==> config.mk <==
export PLATFORM = sky130hd
export DESIGN_NAME = sfir_coef
export DESIGN_NICKNAME = d
export VERILOG_FILES = /design/src/hw/rtl/sfir_pkg.sv /design/src/hw/rtl/sfir_coef.sv
export SDC_FILE = /design/constraint.sdc
export NUM_CORES = 2
export LEC_CHECK = 0
export BUFFER_PORTS_ARGS = -buffer_cell sky130_fd_sc_hd__buf_2
export CORE_MARGIN = 4
export CORE_UTILIZATION = 37
export CTS_BUF_LIST = sky130_fd_sc_hd__clkbuf_8
export CTS_CLUSTER_SIZE = 16
export DETAILED_ROUTE_END_ITERATION = 8
export PLACE_DENSITY = 0.48
export SLEW_MARGIN = 25
export SYNTH_ARGS = -nofsm -noshare
export SYNTH_HDL_FRONTEND = slang
export SYNTH_SLANG_ARGS = --single-unit
==> constraint.sdc <==
create_clock -name clock -period 2.85 [get_ports clock]
set_clock_uncertainty 0.1 [all_clocks]
set_input_delay 0.1425 -clock clock [delete_from_list [all_inputs] [get_ports clock]]
set_output_delay 0.1425 -clock clock [all_outputs]
set_load 0.1 [all_outputs]
==> src/hw/rtl/sfir_pkg.sv <==
// Package for the stereo FIR filter: request and response payload types,
// field widths, function codes and the MAC control bundle.
// No dependencies; used by every module under hw/rtl.
package sfir_pkg;

   localparam int MAX_TAPS_DEF       = 256;
   localparam int COEF_FRAC_BITS_DEF = 15;

   localparam int SAMPLE_W      = 16;
   localparam int COEF_W        = 16;
   localparam int COEF_INDEX_W  = 8;
   localparam int TAP_COUNT_W   = 9;

   localparam logic [TAP_COUNT_W-1:0] TAP_COUNT_RESET = 9'd256;

   localparam logic FUNC_FILTER = 1'b0;
   localparam logic FUNC_COEF   = 1'b1;

   localparam logic CH_LEFT  = 1'b0;
   localparam logic CH_RIGHT = 1'b1;

   typedef struct packed {
      logic                              func;
      logic signed [SAMPLE_W-1:0]        sample_in;
      logic        [COEF_INDEX_W-1:0]    coef_index;
      logic signed [COEF_W-1:0]          coef_value;
   } req_type;

   typedef struct packed {
      logic signed [SAMPLE_W-1:0] filtered_sample;
      logic                       channel;
      logic                       saturated;
   } rsp_type;

   // Control from the sequencer to the multiply-accumulate unit
   typedef struct packed {
      logic clear;          // zero the accumulator
      logic operand_valid;  // history and coefficient read data are valid
      logic finish;         // capture the scaled sum, truncated toward zero
   } mac_ctl_type;

endpackage

==> src/hw/rtl/sfir_coef.sv <==
// Coefficient memory: one write port, one registered read port.
// Depends on sfir_pkg.
module sfir_coef #(
   parameter int MAX_TAPS = sfir_pkg::MAX_TAPS_DEF
) (
   input  logic                                   clock,
   input  logic                                   wr_en,
   input  logic [sfir_pkg::COEF_INDEX_W-1:0]      wr_index,
   input  logic signed [sfir_pkg::COEF_W-1:0]     wr_data,
   input  logic                                   rd_en,
   input  logic [$clog2(MAX_TAPS)-1:0]            rd_addr,
   output logic signed [sfir_pkg::COEF_W-1:0]     rd_data
);

   localparam int AW = $clog2(MAX_TAPS);

   logic signed [sfir_pkg::COEF_W-1:0] mem [MAX_TAPS];
   logic signed [sfir_pkg::COEF_W-1:0] rd_data_ff;
   logic                               wr_in_range;
   logic [AW-1:0]                      wr_addr;

   // drop writes beyond the last tap
   assign wr_in_range = (32'(wr_index) < MAX_TAPS);
   assign wr_addr     = AW'(wr_index);

   always_ff @(posedge clock) begin
      if (wr_en && wr_in_range) begin
         mem[wr_addr] <= wr_data;
      end
      if (rd_en) begin
         rd_data_ff <= mem[rd_addr];
      end
   end

   assign rd_data = rd_data_ff;

endmodule

==> qor.yml <==
cp.arrival_ps: 3850
clock-sinks: 4112
busiest_layer: "met2"
layout_common_cells: "edfxtp_1, buf_4, mux4_2, clkbuf_8, mux2i_1"
cp_slowest_cell: "o31ai_1"
fill_cells: 37000
antenna_left: 0
slew-limit-headroom_pct: 22.0
yosys-top-cells-area: "edfxtp_1, mux4_2, mux2i_1"
die_area_um2: 440000
synth_enable_flop_cells: 4112
worst_ir_drop_vdd_uv: 493
firstDrtPassIters: 6
cp.buffers_inverters: 5
synth_area_um2: 159000
worst_slack_ps: -51.8
grt_remaining_overflow: 0
placed_area_um2: 174000
io_pins: 51
final_area_um2: 188000
power_mw: 123
critical_path_depth: 11
final.min_clock_period_ps: 2900
wl_per_cell_um: 32.5
whs_ps: 124
clk_latency_ps: 1230
synth_largest_area_cell: "edfxtp_1"
regToRegSetupSlack_ps: 10
critPathMaxStageDelay_ps: 790
critical_path.top_delay_family: "compound AO/OA/AOI/OAI gates"
synthCells: 7360
rows: 240
gr-usage-met3_pct: 3.44
rsz0062_at_grt: "true"
die_w_um: 663
final_common_cell: "edfxtp_1"
setup_tns_ps: -51.8
grt_pass1_wl_mm: 676
seq_area_um2: 123000
violations: "setup timing"
critPathMostFrequentCell: "buf_4"
use_met1_pct: 30.5
r2r_end: "rd_data[3]"
die_h_um: 663
drive_gt1_share_pct: 32.6
yosysWarnings: 0
synth_flop_cell: "edfxtp_1"
syn_to_final_growth_pct: 18.3
crit_fanout: 39
multi_input_area_um2: 33500
antenna_found_initial: 39
cts_buffers: 688
powerDensity_nw_per_um2: 652
hp-class: "in -> reg"
cp.required_ps: 3800
coreArea_um2: 428000
drt_wl_total_mm: 487
vias: 83000
use_met2_pct: 35.2
worst_pin_slew_ps: 1160
clk_path_buf_depth: 4
ys_seq_area_share_pct: 77.7
setup-violations-final: 1
grt_usage_pct: 21.7
start_util_pct: 37.2
netlist.area_leader.share_pct: 77.7
crit_start: "rd_addr[2]"
leakage_nw: 61.4
fmax_mhz: 345
drtIter0Drc: 9582
slew_violations: 0
nNetsFinal: 8810
cts_tree: "yes"
syn_avg_cell_area_um2: 21.6
crit_path_end: "rd_data[3]"
portBuffers: 50
setup.worst_path.end_class: "flop"
synth_nets: 7395
route.detailed.drc: 0
hold_viol_final: 0
clock-root-buffer: "clkbuf_8"
globalplace.congestion: 0.852
synthArstFlopShare_pct: 0
synth_seq_cells: 4112
viasPerCell: 5.53
path_class: "in -> reg"
fin_crit_sh_pct: 102
cts_max_level: 6
clkTransAtPathRegs_ps: 60
yosysUniqueCellTypes: 51
drv_cap: 0
regToRegStartpoint: "mem[60][3]"
start_kind: "input port"
path_cells: "dlygate4sd3_1 -> clkbuf_8 -> nand2b_4 -> buf_4 -> buf_12 -> o221ai_1 -> o22ai_1 -> o31ai_1 -> o32ai_4 -> buf_4 -> nor4_2"
grt_max_degree: 104
grt_pass1_vias: 84700
dp_hpwl_mm: 299
reg2reg_depth: 7
outcome: "finished, violations left"
[synthesized netlist by cell type, types with 2 or more instances]
cell,number
a2111oi_0,6
a211oi_1,18
a21o_1,2
a21oi_1,175
a221oi_1,28
a22o_1,32
a22oi_1,43
a31oi_1,6
and3_1,11
and4_1,2
buf_1,27
buf_12,5
buf_2,76
buf_4,26
buf_6,77
buf_8,11
clkbuf_1,230
edfxtp_1,4112
inv_1,3
mux2_2,88
mux2i_1,565
mux4_2,797
nand2_1,38
nand2b_1,3
nand3_1,35
nand4_1,26
nand4b_1,3
nor2_1,304
nor2b_1,9
nor3_1,92
nor4_1,17
nor4bb_1,2
o21ai_0,37
o221ai_1,252
o22ai_1,148
o31ai_1,16
o32ai_1,20
or2_2,4
or3_1,2
[power by group]
part           switching (mW)  internal (mW)
clock                    23.9           24.0
sequential             0.0708           66.7
combinational            4.87           2.92
total                    28.8           93.7
[logic make-up (layout without fill, tap and decap cells)]
kind of cell / after synthesis / in the layout / share of synthesized area [%]
other: 0 / 11 / 0
muxes: 1450 / 1450 / 15.5
buffers and inverters: 456 / 2398 / 1.69
AOI/OAI and AO/OA: 786 / 786 / 3.53
DFF: 4112 / 4112 / 77.7
and+or+nand+nor: 556 / 556 / 1.57
[tightest hold or removal path: stages]
cell and delay, ps:
dlygate4sd3_1 560, buf_8 240, buf_4 280
[state kept, by name, summed over array words and instances, names as in the netlist]
signal,cells
mem,4096
rd_data,16
[through the flow]
stage          setup slack, ps  util (%)  instances
2_1_floorplan              359         -       7360
3_3_place_gp             -1550      40.8      13700
3_5_place_dp             -1180      40.8      13700
4_1_cts                  -8.05      43.9      15000
5_1_grt                  -30.2      44.0      15000
6_report                 -51.8      44.0      15000
[layer usage]
layer | routed length (um) | up-vias
li1 | - | 34300
met1 | 209000 | 45000
met2 | 234000 | 2971
met3 | 30500 | 735
met4 | 14100 | 4
met5 | 27 | -
[how the worst min path moves through the flow]
stage,from,end,cells after the start
4_1_cts,wr_data[11],mem[45][11],3
5_1_grt,wr_data[11],mem[0][11],3
3_3_place_gp,wr_data[2],mem[51][2],1
6_report,wr_data[11],mem[0][11],3
3_5_place_dp,wr_data[2],mem[49][2],1
2_1_floorplan,wr_data[0],mem[0][0],0
[final cells by class]
class | instances | area share (%)
diodes | 11 | 0.0146
flip-flops and latches | 4112 | 65.7
well taps | 5687 | 3.79
clock buffers | 695 | 5.09
multi-input cells | 2792 | 17.8
inverters | 4 | 0.0146
clock inverters | 522 | 1.48
repair buffers | 1177 | 6.12
[repair_timing]
| action | 4_1_cts | 5_1_grt |
|---|---|---|
| hold buffers | 69 | 0 |
| pin swaps | 4 | 1 |
| buffers inserted | 0 | 0 |
| gates resized for setup | 38 | 0 |
| setup endpoints to repair | 13 | 4 |
| hold endpoints to repair | 8216 | 0 |
Power figures use the tool's default switching activity.
