===== src/hw/rtl/sfir_pkg.sv =====
// Package for the stereo FIR filter: request and response payload types,
// field widths, function codes and the MAC control bundle.
// No dependencies; used by every module under hw/rtl.
package sfir_pkg;

   localparam int MAX_TAPS_DEF       = 256;
   localparam int COEF_FRAC_BITS_DEF = 15;

   localparam int SAMPLE_W      = 16;
   localparam int COEF_W        = 16;
   localparam int COEF_INDEX_W  = 8;
   localparam int TAP_COUNT_W   = 9;

   localparam logic [TAP_COUNT_W-1:0] TAP_COUNT_RESET = 9'd256;

   localparam logic FUNC_FILTER = 1'b0;
   localparam logic FUNC_COEF   = 1'b1;

   localparam logic CH_LEFT  = 1'b0;
   localparam logic CH_RIGHT = 1'b1;

   typedef struct packed {
      logic                              func;
      logic signed [SAMPLE_W-1:0]        sample_in;
      logic        [COEF_INDEX_W-1:0]    coef_index;
      logic signed [COEF_W-1:0]          coef_value;
   } req_type;

   typedef struct packed {
      logic signed [SAMPLE_W-1:0] filtered_sample;
      logic                       channel;
      logic                       saturated;
   } rsp_type;

   // Control from the sequencer to the multiply-accumulate unit
   typedef struct packed {
      logic clear;          // zero the accumulator
      logic operand_valid;  // history and coefficient read data are valid
      logic finish;         // capture the scaled sum, truncated toward zero
   } mac_ctl_type;

endpackage


===== src/hw/rtl/sfir_mac.sv =====
// Multiply-accumulate unit with truncation toward zero and 16-bit saturation.
// Depends on sfir_pkg.
module sfir_mac #(
   parameter int MAX_TAPS       = sfir_pkg::MAX_TAPS_DEF,
   parameter int COEF_FRAC_BITS = sfir_pkg::COEF_FRAC_BITS_DEF
) (
   input  logic                                   clock,
   input  logic                                   reset,
   input  sfir_pkg::mac_ctl_type                  ctl,
   input  logic signed [sfir_pkg::SAMPLE_W-1:0]   hist_data,
   input  logic signed [sfir_pkg::COEF_W-1:0]     coef_data,
   output logic                                   busy,
   output logic signed [sfir_pkg::SAMPLE_W-1:0]   result,
   output logic                                   saturated
);

   localparam int PW    = sfir_pkg::SAMPLE_W + sfir_pkg::COEF_W;
   localparam int ACC_W = PW + $clog2(MAX_TAPS);

   localparam logic signed [ACC_W-1:0] BIAS  = ACC_W'((1 << COEF_FRAC_BITS) - 1);
   localparam logic signed [ACC_W-1:0] Q_MAX = ACC_W'(32767);
   localparam logic signed [ACC_W-1:0] Q_MIN = ACC_W'(-32768);

   logic signed [PW-1:0]    prod_ff;
   logic                    prod_valid_ff;
   logic signed [ACC_W-1:0] acc_ff, acc_in;
   logic signed [ACC_W-1:0] q_ff, q_in;
   logic signed [ACC_W-1:0] biased;

   always_comb begin
      acc_in = acc_ff;
      if (ctl.clear) begin
         acc_in = '0;
      end else if (prod_valid_ff) begin
         acc_in = acc_ff + ACC_W'(prod_ff);
      end
   end

   // add the bias on negative sums so the arithmetic shift truncates toward zero
   assign biased = acc_ff + (acc_ff[ACC_W-1] ? BIAS : '0);
   assign q_in   = biased >>> COEF_FRAC_BITS;

   always_ff @(posedge clock) begin
      if (reset) begin
         prod_valid_ff <= 1'b0;
      end else begin
         prod_valid_ff <= ctl.operand_valid;
      end
      if (ctl.operand_valid) begin
         prod_ff <= hist_data * coef_data;
      end
      acc_ff <= acc_in;
      if (ctl.finish) begin
         q_ff <= q_in;
      end
   end

   always_comb begin
      saturated = 1'b1;
      if (q_ff > Q_MAX) begin
         result = Q_MAX[sfir_pkg::SAMPLE_W-1:0];
      end else if (q_ff < Q_MIN) begin
         result = Q_MIN[sfir_pkg::SAMPLE_W-1:0];
      end else begin
         result    = q_ff[sfir_pkg::SAMPLE_W-1:0];
         saturated = 1'b0;
      end
   end

   assign busy = prod_valid_ff;

endmodule


===== config.mk =====
export PLATFORM = sky130hd
export DESIGN_NAME = sfir_mac
export DESIGN_NICKNAME = d
export VERILOG_FILES = /design/src/hw/rtl/sfir_pkg.sv /design/src/hw/rtl/sfir_mac.sv
export SDC_FILE = /design/constraint.sdc
export NUM_CORES = 1
export LEC_CHECK = 0
export BUFFER_PORTS_ARGS = -buffer_cell sky130_fd_sc_hd__buf_2
export CAP_MARGIN = 25
export CORE_MARGIN = 1
export CORE_UTILIZATION = 35
export DETAILED_ROUTE_END_ITERATION = 7
export PLACE_DENSITY_LB_ADDON = 0.12
export SETUP_SLACK_MARGIN = 0.05
export SYNTH_ARGS = -nofsm -noshare
export SYNTH_HDL_FRONTEND = slang
export SYNTH_SLANG_ARGS = --single-unit

===== constraint.sdc =====
create_clock -name clock -period 10.25 [get_ports clock]
set_input_delay 2.05 -clock clock [delete_from_list [all_inputs] [get_ports clock]]
set_output_delay 2.05 -clock clock [all_outputs]
set_load 0.02 [all_outputs]

==> metrics.md <==
| Metric | Value |
|---|---|
| Min Tclk post-route | `7900 ps` |
| R2r worst-path depth | `10` |
| Final setup viols | `0` |
| Unrepaired setup endpoints after global routing | `no` |
| Diode count | `0` |
| Synth Warn # | `0` |
| Routed Wire Length | `39.0 mm` |
| Final hold vios | `0` |
| Seq/Total Area, Yosys | `15.8%` |
| CP Max Fanout | `16` |
| Initial DRC Count | `488` |
| Worst R2R End | `q_ff[24]` |
| DP Wirelength | `31.8 mm` |
| HP Class | `flip-flop to flip-flop` |
| Final slew viol count | `0` |
| GRT met3 Usage | `1.95%` |
| Failing checks | `design-rule violations` |
| Cell Rows | `78` |
| Met1 usage | `23.0%` |
| Kind of critical path | `input pin to flip-flop` |
| Post-CTS Repair Setup Buffers | `0` |
| Htree depth | `3` |
| Ratio of cells with drive above 1 in the final layout | `5.14%` |
| DRC | `1` |
| CTS tree | `done` |
| Design area | `17100 µm²` |
| Crit end category | `flip-flop` |
| Post-synth EDFFs | `57` |
| Cell taking the most area after synthesis | `fa_1` |
| # IOs | `55` |
| Hold endpoint | `acc_ff[34]` |
| Core area | `45300 µm²` |
| Post-DRT Antenna Nets | `0` |
| Cells after synthesis | `1717` |
| Status | `finished, violations left` |
| Total GRT Usage | `17.8%` |
| Worst-margin pin slew | `905 ps` |
| Main flop type after synthesis | `edfxtp_1` |
| DR vias | `11248` |
| Clk Latency, worst-skew pair | `370 ps` |
| Global routing usage on met2 | `31.2%` |
| Share of the synthesized area in the top cell type | `32.9%` |
| HP Start | `acc_ff[34]` |
| Data arrival time of the critical path | `8000 ps` |
| Most area-consuming cells after synthesis | `fa_1 33%, edfxtp_1 11%, ha_1 11%` |
| Placed instance area | `16800 µm²` |
| GPL Wtd Cong | `0.829` |
| Number of buffers created by CTS | `9` |
| Fin cells | `2333` |
| Fmax achieved | `127 MHz` |
| Mapped Area | `16000 µm²` |
| Max-cap violations | `0` |
| Reg-to-reg startpoint | `acc_ff[39]` |
| Die Span X | `216 µm` |
| Area growth, synth to finish | `6.98%` |
| Hold Slack | `523 ps` |
| Syn avg cell area | `9.33 µm²` |
| Synth cell count leaders | `326 x inv_1, 263 x fa_1, 162 x nand2_1` |
| Busiest grt layer | `met2` |
| Final worst path period share | `77.1%` |
| Drt wl/cell | `16.7 µm` |
| Post-route setup TNS | `0 ps` |
| Starting density of the core | `35.4%` |
| Root Driver | `clkbuf_16` |
| Die height | `216 µm` |
| Pin count of the biggest net entering global routing | `52` |
| Count leader, synth | `inv_1` |
| Vias in the first global route | `12334` |
| PortBufs | `54` |
| Library cells used by synthesis | `65` |
| Startpoint Class | `input pin` |
| Hold_buf cts | `0` |
| Vias/cell | `4.82` |
| Die area | `46600 µm²` |
| Final-stage net count | `2163` |
| WHS Path Cells | `2` |
| Pre-antenna DRT Iters | `8` |
| Reg clk slew, reported paths | `70 ps` |
| Net Count, Synth | `2152` |
| Initial antenna violation count | `0` |
| First-pass GRT wire length | `65.3 mm` |
| Placed Instances | `2316` |
| Share of flip-flops with an asynchronous set or reset | `0%` |
| R2R setup slack | `6900 ps` |
| Max_slew headroom | `39.7%` |
| Skew final | `14.0 ps` |
| Post-cts resize count | `0` |
| GRT overflow | `0` |
| Flops & latches, synth | `98` |
| CTS Sinks | `98` |
| Critical path data required time | `10360 ps` |
| Clock Tree Buf Depth | `2` |
-- cell type report --
cell class	count	area, µm²
clock inverters	7	61.3
repair buffers	57	293
clock buffers	9	225
well taps	600	751
fillers	4700	28100
multi-input cells	1236	12100
inverters	326	1220
flip-flops and latches	98	2530
-- sequential cells by signal, indices dropped and copies added, names as in the netlist --
signal and flops:
q_ff 25, acc_ff 40, prod_ff 32, busy 1
-- critical path, cell delays in order --
cell	delay [ps]
buf_2	280
nand2_1	200
fa_1	610
inv_1	60
fa_1	830
fa_1	520
fa_1	480
fa_1	540
inv_1	50
fa_1	520
inv_1	40
ha_1	410
nand4_1	140
nor2b_1	160
and2_1	190
nor2b_1	210
o211ai_1	160
o211ai_1	180
a21o_1	150
a21oi_1	70
xnor2_1	140
-- layout by cell type (no fill, tap or decap), types with 3 or more instances in the layout --
| cell | netlist | layout |
|---|---|---|
| a21oi_1 | 62 | 62 |
| o211ai_1 | 7 | 7 |
| buf_2 | 0 | 54 |
| a211o_1 | 4 | 4 |
| or3_1 | 3 | 3 |
| a21o_1 | 51 | 51 |
| and2_1 | 130 | 130 |
| and3_1 | 11 | 11 |
| a31oi_1 | 17 | 17 |
| inv_1 | 326 | 326 |
| nand2_1 | 162 | 162 |
| o22ai_1 | 9 | 9 |
| o21ai_0 | 26 | 26 |
| o31ai_1 | 6 | 5 |
| xor2_1 | 27 | 27 |
| xnor2_1 | 62 | 62 |
| edfxtp_1 | 57 | 57 |
| dfxtp_1 | 41 | 40 |
| a211oi_1 | 8 | 8 |
| nor2b_1 | 10 | 10 |
| nand2b_1 | 29 | 29 |
| o21bai_1 | 11 | 11 |
| buf_4 | 1 | 3 |
| nor2_1 | 69 | 69 |
| mux2i_1 | 24 | 24 |
| nand3_1 | 18 | 18 |
| o21ai_1 | 11 | 11 |
| nand4b_1 | 4 | 4 |
| fa_1 | 263 | 263 |
| ha_1 | 135 | 135 |
| nand4_1 | 12 | 12 |
| a21boi_1 | 3 | 3 |
| nor3_1 | 13 | 13 |
| o21a_1 | 12 | 12 |
| clkbuf_16 | 0 | 9 |
-- logic make-up after synthesis --
| family | share of synthesized area (%) |
|---|---|
| xor+xnor | 4.87 |
| buf+inv | 9.00 |
| simple gates | 15.1 |
| fa+ha+maj | 43.4 |
| mux | 1.57 |
| compound gates | 10.3 |
| flops | 15.8 |
-- layer usage --
| layer | vias to the layer above | share of wire, % |
|---|---|---|
| met2 | 156 | 49 |
| met3 | 46 | 2.6 |
| met4 | 0 | 2.5 |
| met5 | - | 0 |
| met1 | 5567 | 46 |
| li1 | 5479 | - |
-- stage by stage --
stage                     utilization, %  setup slack [ps]
after floorplan                        -              2370
after global placement              37.2              1950
after detailed placement            37.2              1840
after CTS                           37.8              2220
after global routing                37.9              1950
final                               37.9              2350
-- how the worst max path moves through the flow --
stage / startpoint / endpoint / slack, ps / depth (start not counted)
after floorplan: hist_data[15] / prod_ff[31] / 2370 / 22
after global placement: coef_data[1] / prod_ff[28] / 1950 / 23
after detailed placement: coef_data[4] / prod_ff[31] / 1840 / 21
after CTS: coef_data[4] / prod_ff[31] / 2220 / 21
after global routing: coef_data[1] / prod_ff[28] / 1950 / 23
final: coef_data[4] / prod_ff[31] / 2350 / 21
Power is not shown: default switching activity piles up to over one toggle a cycle in this logic, so the estimate is an artifact.
